===== config.mk =====
export PLATFORM = sky130hd
export DESIGN_NAME = fse_finish
export DESIGN_NICKNAME = d
export VERILOG_FILES = /design/src/rtl/fse_pkg.sv /design/src/rtl/fse_finish.sv
export SDC_FILE = /design/constraint.sdc
export NUM_CORES = 1
export LEC_CHECK = 0
export BUFFER_PORTS_ARGS = -buffer_cell sky130_fd_sc_hd__buf_4
export CAP_MARGIN = 30
export CORE_MARGIN = 2
export CORE_UTILIZATION = 35
export DETAILED_ROUTE_END_ITERATION = 10
export PLACE_DENSITY = 0.58
export SKIP_CTS_REPAIR_TIMING = 1
export SYNTH_ARGS = -nofsm -noshare
export SYNTH_HDL_FRONTEND = slang
export SYNTH_SLANG_ARGS = --single-unit

===== constraint.sdc =====
create_clock -name clock -period 4.64 [get_ports clock]
set_input_delay 0.928 -clock clock [delete_from_list [all_inputs] [get_ports clock]]
set_output_delay 0.928 -clock clock [all_outputs]
set_load 0.05 [all_outputs]

===== src/rtl/fse_pkg.sv =====
// Shared types, widths and constants for the shape function evaluation pipeline.
// No dependencies; every rtl file refers to it by scoped names.
package fse_pkg;

   localparam int FRAC_BITS = 16;
   localparam int IN_W      = 18;
   localparam int OUT_W     = 20;
   localparam int OPD_W     = 20;
   localparam int PROD_W    = 2 * OPD_W;
   localparam int LIN_W     = 23;
   localparam int RND_W     = PROD_W - FRAC_BITS;
   localparam int SUM_W     = RND_W + 2;
   localparam int NODES     = 6;
   localparam int COUNT_W   = 3;
   localparam int CSR_IDX_W = 1;
   localparam int CSR_DAT_W = 2;

   typedef logic signed [OPD_W-1:0]  opd_type;
   typedef logic signed [PROD_W-1:0] prod_type;
   typedef logic signed [LIN_W-1:0]  lin_type;
   typedef logic signed [SUM_W-1:0]  sum_type;
   typedef logic signed [OUT_W-1:0]  basis_type;

   typedef enum logic [1:0] {
      KIND_P1 = 2'd0,
      KIND_Q1 = 2'd1,
      KIND_P2 = 2'd2
   } kind_type;

   typedef enum logic [1:0] {
      ACT_VALUE = 2'd0,
      ACT_DXSI  = 2'd1,
      ACT_DETA  = 2'd2
   } action_type;

   localparam logic [CSR_IDX_W-1:0] CSR_ELEMENT_KIND = 1'd0;
   localparam logic [CSR_IDX_W-1:0] CSR_SPACE_DIM    = 1'd1;

   localparam logic [1:0] DIM_SUPPORTED = 2'd2;
   localparam logic [1:0] DIM_RESET     = 2'd2;

   localparam logic [COUNT_W-1:0] COUNT_NONE = 3'd0;
   localparam logic [COUNT_W-1:0] COUNT_P1   = 3'd3;
   localparam logic [COUNT_W-1:0] COUNT_Q1   = 3'd4;
   localparam logic [COUNT_W-1:0] COUNT_P2   = 3'd6;

   localparam opd_type  ONE_OPD    = OPD_W'(2 ** FRAC_BITS);
   localparam lin_type  ONE_LIN    = LIN_W'(2 ** FRAC_BITS);
   localparam prod_type HALF_LIN   = PROD_W'(2 ** (FRAC_BITS - 1));
   localparam prod_type HALF_QUAD  = PROD_W'(2 ** (FRAC_BITS + 1));
   localparam sum_type  SAT_HI     = SUM_W'(2 ** (OUT_W - 1) - 1);
   localparam sum_type  SAT_LO     = SUM_W'(-(2 ** (OUT_W - 1)));

   typedef struct packed {
      logic [COUNT_W-1:0] node_count;
      logic               status;
      logic               quad;
   } ctrl_type;

endpackage


===== src/rtl/fse_finish.sv =====
// Stages three and four: round each product, add the linear term, then saturate.
// Depends on fse_pkg.
module fse_finish (
   input  logic               clock,
   input  logic               enable_sum,
   input  logic               enable_out,
   input  fse_pkg::prod_type  prod [fse_pkg::NODES],
   input  fse_pkg::lin_type   lin [fse_pkg::NODES],
   input  fse_pkg::ctrl_type  ctrl,
   output fse_pkg::basis_type basis_ff [fse_pkg::NODES],
   output fse_pkg::ctrl_type  ctrl_ff
);

   fse_pkg::sum_type   sum_in [fse_pkg::NODES];
   fse_pkg::sum_type   sum_ff [fse_pkg::NODES];
   fse_pkg::ctrl_type  sum_ctrl_ff;
   fse_pkg::basis_type basis_in [fse_pkg::NODES];

   // add half, then take the high bits: round to nearest, ties upward
   always_comb begin
      fse_pkg::prod_type p_lin, p_quad;
      fse_pkg::sum_type  rnd;
      for (int i = 0; i < fse_pkg::NODES; i++) begin
         p_lin  = prod[i] + fse_pkg::HALF_LIN;
         p_quad = prod[i] + fse_pkg::HALF_QUAD;
         if (ctrl.quad) begin
            rnd = fse_pkg::SUM_W'($signed(p_quad[fse_pkg::PROD_W-1:fse_pkg::FRAC_BITS+2]));
         end else begin
            rnd = fse_pkg::SUM_W'($signed(p_lin[fse_pkg::PROD_W-1:fse_pkg::FRAC_BITS]));
         end
         sum_in[i] = rnd + fse_pkg::SUM_W'(lin[i]);
      end
   end

   always_comb begin
      for (int i = 0; i < fse_pkg::NODES; i++) begin
         if (sum_ff[i] > fse_pkg::SAT_HI) begin
            basis_in[i] = fse_pkg::OUT_W'(fse_pkg::SAT_HI);
         end else if (sum_ff[i] < fse_pkg::SAT_LO) begin
            basis_in[i] = fse_pkg::OUT_W'(fse_pkg::SAT_LO);
         end else begin
            basis_in[i] = sum_ff[i][fse_pkg::OUT_W-1:0];
         end
      end
   end

   always_ff @(posedge clock) begin
      if (enable_sum) begin
         sum_ff      <= sum_in;
         sum_ctrl_ff <= ctrl;
      end
      if (enable_out) begin
         basis_ff <= basis_in;
         ctrl_ff  <= sum_ctrl_ff;
      end
   end

endmodule


==> impl_metrics.py <==
metrics = {
    "setup_path": {
        "timing.critical_path.max_delay_family": "simple AND/OR/NAND/NOR gates",
        "crit_path_cell_trace": "buf_4 -> and2_1 -> and4_1 -> nand3_1 -> nor3_2 -> buf_4 -> xnor2_1 -> a21oi_1 -> ha_1 -> a21o_1 -> a21oi_1 -> and3_1 -> o21ai_0 -> nand2_1 -> o21ai_0 -> o31ai_1 -> nand3_1 -> o311ai_0",
        "critPathMaxFanout": 7,
        "startpoint_type": "primary input",
        "timing.reg2reg.worst_path_depth": 3,
        "criticalPathCategory": "primary input to flip-flop",
        "cp.buffers_inverters": 2,
        "cpMaxStageDelayCell": "o31ai_1",
        "slack_of_the_worst_reg_to_reg_path_ns": 3.04,
        "timing.critical_path.to_type": "flip-flop",
        "arrival_ns": 4.41,
        "rr_startpoint": "sum_ff[154]",
        "critical_path.max_stage_delay_ns": 0.42,
        "timing.critical_path.required_ns": 4.96,
        "capture_point_of_the_worst_reg_to_reg_path": "basis_ff[108]",
    },
    "cts": {
        "htree_num_levels": 2,
        "cts-buffers-inserted": 35,
        "tritoncts": "yes",
        "cts_buffer_depth": 3,
        "insertion_delay_ns": 0.54,
        "cts.reportedPaths.clkPinSlew_ns": 0.06,
        "clock_sink_count": 286,
        "clock-root-buffer": "clkbuf_16",
    },
    "pwr": {
        "total_leakage_power_nw": 11.9,
        "power.net_switching_w": 0.00312,
        "cell_internal_pwr_w": 0.00633,
        "vdd_drop_max_mv": 0.244,
        "power_frac_comb_pct": 33.5,
        "p_per_area_mw_per_mm2": 324,
        "swShare_pct": 33.0,
        "relative_contribution_of_sequential_cells_to_total_power_pct": 37.6,
        "total_power_w": 0.00944,
        "pwr-share-clk_pct": 28.9,
    },
    "route": {
        "antenna_violation_net_count_after_detailed_routing": 0,
        "routed-via-count": 20800,
        "route.detailed.wl_per_inst_um": 18.7,
        "totalWireLength_um": 72800,
        "viasPerCell": 5.34,
        "remaining_drc_errors": 0,
        "first_iter_violations": 1385,
        "drt_pass1_iterations": 7,
    },
    "layout": {
        "final_cell_area_mm2": 0.0291,
        "fill_cells": 6196,
        "drive_gt1_share_pct": 21.5,
        "flow.area_growth_from_synthesis_pct": 26.7,
        "design.final.nets": 3580,
    },
    "timing": {
        "post-route-period-util_pct": 88.2,
        "final_period_minus_worst_setup_slack_ns": 4.09,
        "fmax_mhz": 244,
        "grt_setup_unrepaired": "false",
        "finClkSkew_ns": 0.0145,
        "setup_total_negative_slack_ns": 0,
        "setup_viol_count_final": 0,
        "worst-slew-pin-transition_ns": 0.973,
        "finalHoldWorstSlack_ns": 0.421,
        "slew_viol_final": 0,
        "max-slew-margin-rel_pct": 35.1,
        "final_critical_path_setup_slack_ns": 0.548,
        "timing_hold_violations_final": 0,
    },
    "floorplan": {
        "design.die.area_mm2": 0.0678,
        "floorplan.initialDensity_pct": 35.6,
        "design.portCount": 511,
        "placement_rows": 93,
        "core_region_area_mm2": 0.0647,
        "die_h_um": 260,
        "die_w_um": 260,
    },
    "logic_synthesis": {
        "post_synth_inst_count": 2530,
        "ys_ff_latch": 286,
        "yosys.area_share.adder_pct": 10.1,
        "async_reset_ff_share_pct": 0,
        "synth_largest_type_area_fraction_pct": 37.3,
        "ys.warnings.count": 0,
        "synth-compound-area-share_pct": 21.5,
        "post_synth_num_cell_types": 73,
        "most_common_cell_in_the_netlist": "edfxtp_1",
        "synth_commonest_cells": "edfxtp_1 (286), nand2_1 (246), nor2_1 (209)",
        "syn-num-nets": 3098,
        "netlist_area_mm2": 0.0230,
        "synth_top_family_by_area": "compound AO/OA/AOI/OAI gates",
        "synth.avg_cell_area_um2": 9.09,
        "synth_simple_gate_area_share_pct": 17.2,
        "synth_top_cells_by_area": "edfxtp_1 (37%), ha_1 (9.6%), xnor2_1 (6.6%)",
        "parity_gate_share_of_the_synthesized_area_counting_xor_and_xnor_cells_pct": 10.7,
        "post-synth-top-area-cell": "edfxtp_1",
        "seq_area_frac_synth_pct": 37.3,
        "muxShareOfSynthArea_pct": 0.381,
        "synth_edf_count": 286,
        "postSynth.topFlopCell": "edfxtp_1",
    },
    "placement": {
        "port-buffer-count": 420,
        "place_hpwl_um": 58500,
        "preCtsSetupSlack_ns": 0.0115,
        "detailed_place.area_mm2": 0.0280,
        "finalWeightedCongestion": 0.894,
    },
    "global_routing": {
        "via_count_of_the_first_global_routing_pass": 20500,
        "grt_max_degree": 90,
        "grt_first_pass_wirelength_um": 111000,
        "globalRoute.totalOverflow": 0,
        "antenna_found_initial": 22,
        "global_route.usage.total_pct": 20.8,
    },
    "run": {
        "max_cap_viol_count": 0,
    },
    "hold_path": {
        "worstHoldPathType": "flip-flop to flip-flop",
        "min_from": "sum_ctrl_ff[3]",
        "timing.hold.worst_endpoint": "ctrl_ff[3]",
        "holdPathStages": 0,
    },
    "run_status": {
        "outcome": "finished clean",
    },
}
## state kept, by name, summed over array words and instances (netlist names)
signal / count
basis_ff: 120
ctrl_ff: 5
sum_ctrl_ff: 5
sum_ff: 156
## layer usage
metal / track usage, % / wire length [um] / share of wire [%] / vias up
li1: - / - / - / 10300
met4: 5.84 / 1850 / 2.5 / 36
met2: 36.8 / 35600 / 49 / 584
met1: 24.5 / 29600 / 41 / 9738
met5: 0 / 220 / 0.30 / -
met3: 5.86 / 5530 / 7.6 / 131
## power by group through the flow
| stage | Sequential, W | Clock, W | Combinational, W |
|---|---|---|---|
| floorplan | 0.00403 | 0 | 0.00158 |
| global placement | 0.00359 | 0 | 0.00310 |
| detailed placement | 0.00360 | 0 | 0.00315 |
| CTS | 0.00355 | 0.00280 | 0.00316 |
| global route | 0.00359 | 0.00290 | 0.00345 |
| finish | 0.00355 | 0.00273 | 0.00317 |
## layout make-up
type | count | area (um2) | area share [%]
Inverter | 56 | 211 | 0.726
Clock buffer | 42 | 945 | 3.24
Timing Repair Buffer | 566 | 4370 | 15.0
Multi-Input combinational cell | 2067 | 13800 | 47.2
Tap cell | 855 | 1070 | 3.67
Clock inverter | 20 | 183 | 0.627
Sequential cell | 286 | 8590 | 29.5
Antenna cell | 5 | 12.5 | 0.0429
## worst max-delay path by stage
stage | startpoint | endpoint | slack (ns) | cells after the start
after floorplan | ctrl[0] | sum_ff[48] | 0.01 | 16
after global placement | prod[217] | sum_ff[153] | 0.11 | 17
after detailed placement | prod[19] | sum_ff[20] | 0.01 | 17
after CTS | prod[19] | sum_ff[20] | 0.60 | 18
after global routing | prod[19] | sum_ff[20] | 0.19 | 18
final | prod[19] | sum_ff[20] | 0.55 | 18
## kinds of logic after synthesis
family                   after synthesis
flip-flops                           286
XOR/XNOR                             280
AND/OR/NAND/NOR                      831
AO/OA/AOI/OAI                        766
buffers and inverters                177
multiplexers                           8
adder cells (fa/ha/maj)              182
## per-stage QoR
stage	std cells	util, %
2_1_floorplan	2530	-
3_3_place_gp	3828	43.2
3_5_place_dp	3829	43.2
4_1_cts	3891	45.0
5_1_grt	3893	45.0
6_report	3897	45.0
## cells in the final DEF, fill, tap and decap left out, types with 58 or more instances in the layout
cell and n:
a21o_1 69, a31oi_1 58, ha_1 176, nand3_1 96, edfxtp_1 286, xor2_1 107, a21oi_1 200, xnor2_1 173
nor2_1 209, o21ai_0 116, buf_4 555, o21a_1 139, nand2_1 246
(Power assumes the default switching activity.)
