$ cat src/rtl/fse_pkg.sv
// Shared types, widths and constants for the shape function evaluation pipeline.
// No dependencies; every rtl file refers to it by scoped names.
package fse_pkg;

   localparam int FRAC_BITS = 16;
   localparam int IN_W      = 18;
   localparam int OUT_W     = 20;
   localparam int OPD_W     = 20;
   localparam int PROD_W    = 2 * OPD_W;
   localparam int LIN_W     = 23;
   localparam int RND_W     = PROD_W - FRAC_BITS;
   localparam int SUM_W     = RND_W + 2;
   localparam int NODES     = 6;
   localparam int COUNT_W   = 3;
   localparam int CSR_IDX_W = 1;
   localparam int CSR_DAT_W = 2;

   typedef logic signed [OPD_W-1:0]  opd_type;
   typedef logic signed [PROD_W-1:0] prod_type;
   typedef logic signed [LIN_W-1:0]  lin_type;
   typedef logic signed [SUM_W-1:0]  sum_type;
   typedef logic signed [OUT_W-1:0]  basis_type;

   typedef enum logic [1:0] {
      KIND_P1 = 2'd0,
      KIND_Q1 = 2'd1,
      KIND_P2 = 2'd2
   } kind_type;

   typedef enum logic [1:0] {
      ACT_VALUE = 2'd0,
      ACT_DXSI  = 2'd1,
      ACT_DETA  = 2'd2
   } action_type;

   localparam logic [CSR_IDX_W-1:0] CSR_ELEMENT_KIND = 1'd0;
   localparam logic [CSR_IDX_W-1:0] CSR_SPACE_DIM    = 1'd1;

   localparam logic [1:0] DIM_SUPPORTED = 2'd2;
   localparam logic [1:0] DIM_RESET     = 2'd2;

   localparam logic [COUNT_W-1:0] COUNT_NONE = 3'd0;
   localparam logic [COUNT_W-1:0] COUNT_P1   = 3'd3;
   localparam logic [COUNT_W-1:0] COUNT_Q1   = 3'd4;
   localparam logic [COUNT_W-1:0] COUNT_P2   = 3'd6;

   localparam opd_type  ONE_OPD    = OPD_W'(2 ** FRAC_BITS);
   localparam lin_type  ONE_LIN    = LIN_W'(2 ** FRAC_BITS);
   localparam prod_type HALF_LIN   = PROD_W'(2 ** (FRAC_BITS - 1));
   localparam prod_type HALF_QUAD  = PROD_W'(2 ** (FRAC_BITS + 1));
   localparam sum_type  SAT_HI     = SUM_W'(2 ** (OUT_W - 1) - 1);
   localparam sum_type  SAT_LO     = SUM_W'(-(2 ** (OUT_W - 1)));

   typedef struct packed {
      logic [COUNT_W-1:0] node_count;
      logic               status;
      logic               quad;
   } ctrl_type;

endpackage

$ cat src/rtl/fse_operand.sv
// Stage one: decodes element kind and action into a multiplier operand pair and
// a linear term per node, or an error status. Depends on fse_pkg.
module fse_operand (
   input  logic                      clock,
   input  logic                      enable,
   input  logic [1:0]                action,
   input  logic signed [fse_pkg::IN_W-1:0] xsi_coord,
   input  logic signed [fse_pkg::IN_W-1:0] eta_coord,
   input  logic [1:0]                element_kind,
   input  logic [1:0]                space_dimension,
   output fse_pkg::opd_type          opd_a_ff [fse_pkg::NODES],
   output fse_pkg::opd_type          opd_b_ff [fse_pkg::NODES],
   output fse_pkg::lin_type          lin_ff [fse_pkg::NODES],
   output fse_pkg::ctrl_type         ctrl_ff
);

   fse_pkg::opd_type  opd_a_in [fse_pkg::NODES];
   fse_pkg::opd_type  opd_b_in [fse_pkg::NODES];
   fse_pkg::lin_type  lin_in [fse_pkg::NODES];
   fse_pkg::ctrl_type ctrl_in;

   always_comb begin
      fse_pkg::opd_type xo, eo, so, xp, xm, ep, em;
      fse_pkg::lin_type xl, el, sl;
      xo = {{(fse_pkg::OPD_W-fse_pkg::IN_W){xsi_coord[fse_pkg::IN_W-1]}}, xsi_coord};
      eo = {{(fse_pkg::OPD_W-fse_pkg::IN_W){eta_coord[fse_pkg::IN_W-1]}}, eta_coord};
      so = xo + eo;
      xp = fse_pkg::ONE_OPD + xo;
      xm = fse_pkg::ONE_OPD - xo;
      ep = fse_pkg::ONE_OPD + eo;
      em = fse_pkg::ONE_OPD - eo;
      xl = {{(fse_pkg::LIN_W-fse_pkg::IN_W){xsi_coord[fse_pkg::IN_W-1]}}, xsi_coord};
      el = {{(fse_pkg::LIN_W-fse_pkg::IN_W){eta_coord[fse_pkg::IN_W-1]}}, eta_coord};
      sl = xl + el;
      for (int i = 0; i < fse_pkg::NODES; i++) begin
         opd_a_in[i] = '0;
         opd_b_in[i] = '0;
         lin_in[i]   = '0;
      end
      ctrl_in.node_count = fse_pkg::COUNT_NONE;
      ctrl_in.status     = 1'b0;
      ctrl_in.quad       = 1'b0;
      if (space_dimension != fse_pkg::DIM_SUPPORTED) begin
         ctrl_in.status = 1'b1;
      end else begin
         case (element_kind)
            fse_pkg::KIND_P1: begin
               ctrl_in.node_count = fse_pkg::COUNT_P1;
               case (action)
                  fse_pkg::ACT_VALUE: begin
                     lin_in[0] = fse_pkg::ONE_LIN - sl;
                     lin_in[1] = xl;
                     lin_in[2] = el;
                  end
                  fse_pkg::ACT_DXSI: begin
                     lin_in[0] = -fse_pkg::ONE_LIN;
                     lin_in[1] = fse_pkg::ONE_LIN;
                  end
                  default: begin
                     lin_in[0] = -fse_pkg::ONE_LIN;
                     lin_in[2] = fse_pkg::ONE_LIN;
                  end
               endcase
            end
            fse_pkg::KIND_Q1: begin
               // every node is a product scaled by a quarter; derivatives swap a
               // factor for plus or minus one
               ctrl_in.node_count = fse_pkg::COUNT_Q1;
               ctrl_in.quad       = 1'b1;
               opd_a_in[0] = xp;
               opd_a_in[1] = xm;
               opd_a_in[2] = xm;
               opd_a_in[3] = xp;
               opd_b_in[0] = ep;
               opd_b_in[1] = ep;
               opd_b_in[2] = em;
               opd_b_in[3] = em;
               case (action)
                  fse_pkg::ACT_VALUE: begin
                  end
                  fse_pkg::ACT_DXSI: begin
                     opd_a_in[0] = fse_pkg::ONE_OPD;
                     opd_a_in[1] = -fse_pkg::ONE_OPD;
                     opd_a_in[2] = -fse_pkg::ONE_OPD;
                     opd_a_in[3] = fse_pkg::ONE_OPD;
                  end
                  default: begin
                     opd_b_in[0] = fse_pkg::ONE_OPD;
                     opd_b_in[1] = fse_pkg::ONE_OPD;
                     opd_b_in[2] = -fse_pkg::ONE_OPD;
                     opd_b_in[3] = -fse_pkg::ONE_OPD;
                  end
               endcase
            end
            fse_pkg::KIND_P2: begin
               ctrl_in.node_count = fse_pkg::COUNT_P2;
               case (action)
                  fse_pkg::ACT_VALUE: begin
                     lin_in[0]   = fse_pkg::ONE_LIN - ((sl <<< 1) + sl);
                     opd_a_in[0] = so <<< 1;
                     opd_b_in[0] = so;
                     opd_a_in[1] = xo;
                     opd_b_in[1] = (xo <<< 1) - fse_pkg::ONE_OPD;
                     opd_a_in[2] = eo;
                     opd_b_in[2] = (eo <<< 1) - fse_pkg::ONE_OPD;
                     opd_a_in[3] = xo <<< 2;
                     opd_b_in[3] = fse_pkg::ONE_OPD - so;
                     opd_a_in[4] = xo <<< 2;
                     opd_b_in[4] = eo;
                     opd_a_in[5] = eo <<< 2;
                     opd_b_in[5] = fse_pkg::ONE_OPD - so;
                  end
                  fse_pkg::ACT_DXSI: begin
                     lin_in[0] = (sl <<< 2) - ((fse_pkg::ONE_LIN <<< 1) + fse_pkg::ONE_LIN);
                     lin_in[1] = (xl <<< 2) - fse_pkg::ONE_LIN;
                     lin_in[3] = (fse_pkg::ONE_LIN <<< 2) - (xl <<< 3) - (el <<< 2);
                     lin_in[4] = el <<< 2;
                     lin_in[5] = -(el <<< 2);
                  end
                  default: begin
                     lin_in[0] = (sl <<< 2) - ((fse_pkg::ONE_LIN <<< 1) + fse_pkg::ONE_LIN);
                     lin_in[2] = (el <<< 2) - fse_pkg::ONE_LIN;
                     lin_in[3] = -(xl <<< 2);
                     lin_in[4] = xl <<< 2;
                     lin_in[5] = (fse_pkg::ONE_LIN <<< 2) - (xl <<< 2) - (el <<< 3);
                  end
               endcase
            end
            default: begin
               ctrl_in.status = 1'b1;
            end
         endcase
      end
   end

   always_ff @(posedge clock) begin
      if (enable) begin
         opd_a_ff <= opd_a_in;
         opd_b_ff <= opd_b_in;
         lin_ff   <= lin_in;
         ctrl_ff  <= ctrl_in;
      end
   end

endmodule

$ cat config.mk
export PLATFORM = sky130hd
export DESIGN_NAME = fse_operand
export DESIGN_NICKNAME = d
export VERILOG_FILES = /design/src/rtl/fse_pkg.sv /design/src/rtl/fse_operand.sv
export SDC_FILE = /design/constraint.sdc
export NUM_CORES = 1
export LEC_CHECK = 0
export ABC_CLOCK_PERIOD_IN_PS = 16600
export BUFFER_PORTS_ARGS = -buffer_cell sky130_fd_sc_hd__buf_2
export CORE_ASPECT_RATIO = 0.75
export CORE_MARGIN = 4
export CORE_UTILIZATION = 50
export CTS_CLUSTER_DIAMETER = 150
export DETAILED_ROUTE_END_ITERATION = 7
export HOLD_SLACK_MARGIN = 0.15
export PLACE_DENSITY = 0.74
export SLEW_MARGIN = 20
export SYNTH_ARGS = -nofsm -noshare
export SYNTH_HDL_FRONTEND = slang
export SYNTH_SLANG_ARGS = --single-unit
$ cat constraint.sdc
create_clock -name clock -period 16.6 [get_ports clock]
set_input_delay 4.98 -clock clock [delete_from_list [all_inputs] [get_ports clock]]
set_output_delay 4.98 -clock clock [all_outputs]
set_load 0.05 [all_outputs]
==> run summary <==
status -> complete, no violations
Final Hold Viols -> 0
fin util -> 59.0%
Initial Util -> 51.0%
synthesized area -> 20,300 um2
DRC violations left -> 0
kind of cell adding the most delay to the critical path -> compound AO/OA/AOI/OAI gates
Final min period -> 9.79 ns
CTS tree -> yes
post-synthesis sequential area ratio -> 49.8%
P_leak -> 9.23 nW
via total after detailed routing -> 17,600
Post-synth EDFFs -> 337
clock tree buffer depth -> 3
Seq cells post-synth -> 337
Nets -> 2,507
Row Count -> 63
top-count cell post-synth -> edfxtp_1
first-pass GRT wire length -> 104 mm
cts repair resizes -> 0
Via density -> 6.15
final wirelength -> 71.3 mm
Cell Chain, Critical Path -> buf_2 -> ha_1 -> and3_1 -> nand3_1 -> a211oi_1 -> o21ai_1 -> o311ai_1 -> ha_1 -> ha_1 -> and4_1 -> a221oi_1 -> inv_1 -> a41oi_1 -> o21bai_1 -> a211oi_1 -> o31ai_1 -> a32o_1
H-tree depth -> 2
Post-synth top cells -> edfxtp_1, nor2_1, a21oi_1
Core Area -> 39,800 um2
Worst Path Max Fanout -> 12
Worst EP required -> 16.87 ns
die area -> 43,900 um2
number of global-route vias before repair -> 16,900
Post-DRT Antenna Nets -> 0
CP Capture Type -> register
synthesis-to-layout area growth -> 15.6%
Synth Flop Type -> edfxtp_1
WL per Instance -> 24.9 um
HP Class -> in -> reg
pre-CTS setup slack -> 6.52 ns
input/output buffers -> 416
CP startpoint kind -> input pin
drt first pass iters -> 6
largest net degree at the start of global routing -> 101
Synth Instances -> 1,996
Netlist cell types -> 85
Crit Path Class -> in -> reg
Fill cells -> 3,456
synth warn -> 0
antenna violations before repair -> 6
setup ws final -> 6.81 ns
layout cells sized above 1 -> 22.2%
synth top area cells -> edfxtp_1, ha_1, a21oi_1
clock sinks -> 337
Slew Limit Fails -> 0
clk slew on worst S/H paths -> 0.06 ns
hpwl dp -> 52.2 mm
worst slew pin tran -> 1.07 ns
DR iter-0 viols -> 2,084
Final Setup Violations -> 0
crit share post-route -> 59.0%
Worst slew margin -> 28.6%
WP buf/inv -> 2
CTS Buf Count -> 34
io pins -> 427
async set-or-reset flop fraction in the synthesized netlist -> 0%
GRT Overall Usage -> 31.3%
Worst VDD drop -> 77.7 uV
Power Density -> 108 nW/um2
Max Cap Viol -> 0
die height -> 183 um
buffer count from post-CTS setup fixing -> 0
GPL Wtd Cong -> 0.946
setup TNS -> 0 ns
syn avg cell area -> 10.2 um2
Yosys top cell by area -> edfxtp_1
RSZ-0062 raised after global routing -> no
chip width -> 241 um
Critical-path top delay cell -> o311ai_1
grt ovf -> 0
post-synth top area share -> 49.8%
CP max stage delay -> 0.65 ns
Most Frequent Cell on Critical Path -> ha_1
fmax -> 102 MHz
root buffer cell -> clkbuf_16
CP arrival -> 10.07 ns
Hold Buf Count CTS -> 0
[sequential cells by signal, summed over array words and instances, names as in the netlist]
| name | count |
|---|---|
| lin_ff | 122 |
| opd_a_ff | 113 |
| opd_b_ff | 97 |
| ctrl_ff | 5 |
[metrics by stage]
step / cells / hold WS, ns / total power, mW / area (um2)
final: 2858 / 4.96 / 2.53 / 23500
after detailed placement: 2795 / 5.48 / 1.81 / 22500
after global routing: 2857 / 4.97 / 2.63 / 23500
after floorplan: 2005 / 5.09 / 1.62 / 20300
after global placement: 2795 / 5.47 / 1.80 / 22500
after CTS: 2854 / 4.94 / 2.52 / 23500
[worst paths after layout]
check	startpoint	end	slack (ns)	cells after the start
worst max-delay path	xsi_coord[11]	lin_ff[133]	6.81	17
worst min-delay path	xsi_coord[0]	opd_a_ff[80]	4.96	3
[layout by cell type, fill, tap and decap left out, types with 11 or more instances in the layout]
cell type,Yosys,routed
and3_1,13,13
xor2_1,29,29
inv_1,71,71
nor2b_1,14,12
buf_4,47,19
a21o_1,18,18
o22ai_1,12,12
nand2b_1,24,24
nand4_1,11,11
o21a_1,24,24
and2_1,18,17
buf_2,3,415
o21ai_0,61,61
clkbuf_16,0,35
a21oi_1,211,211
xnor2_1,84,84
nand2_1,208,205
edfxtp_1,337,337
nor4_1,13,13
nand3_1,32,32
ha_1,151,151
nor3_1,40,40
a22oi_1,85,85
nor2_1,225,225
o211ai_1,14,14
[area by class of cell]
| type | count | area [um2] | share of cell area, % |
|---|---|---|---|
| diodes | 4 | 10.0 | 0.0426 |
| clock buffers | 39 | 891 | 3.80 |
| inverters | 76 | 285 | 1.22 |
| well taps | 520 | 651 | 2.77 |
| multi-input cells | 1427 | 9170 | 39.1 |
| repair buffers | 435 | 2230 | 9.52 |
| flip-flops and latches | 337 | 10100 | 43.1 |
| clock inverters | 20 | 113 | 0.480 |
[metal layers]
metal	global-route usage, %	up-vias	part of all wire [%]
met2	49.0	1118	45
met3	8.70	186	12
met5	0	-	0.042
met1	41.7	8442	39
li1	-	7832	-
met4	11.5	4	4.0
[cell families after synthesis]
| logic type | count (synthesis) | synth area share (%) |
|---|---|---|
| and+or+nand+nor | 622 | 13.6 |
| buffers and inverters | 241 | 5.38 |
| adders and majority gates | 152 | 9.40 |
| other | 1 | 0.0185 |
| AOI/OAI and AO/OA | 524 | 16.6 |
| muxes | 5 | 0.246 |
| DFF | 337 | 49.8 |
| xor gates and xnor gates | 114 | 4.95 |
[where the power goes]
part           total [mW]  internal (mW)  switching, mW
sequential           1.01          0.986         0.0189
combinational       0.802          0.233          0.569
clock               0.718          0.388          0.330
total                2.53           1.61          0.918
(Power assumes the default switching activity.)
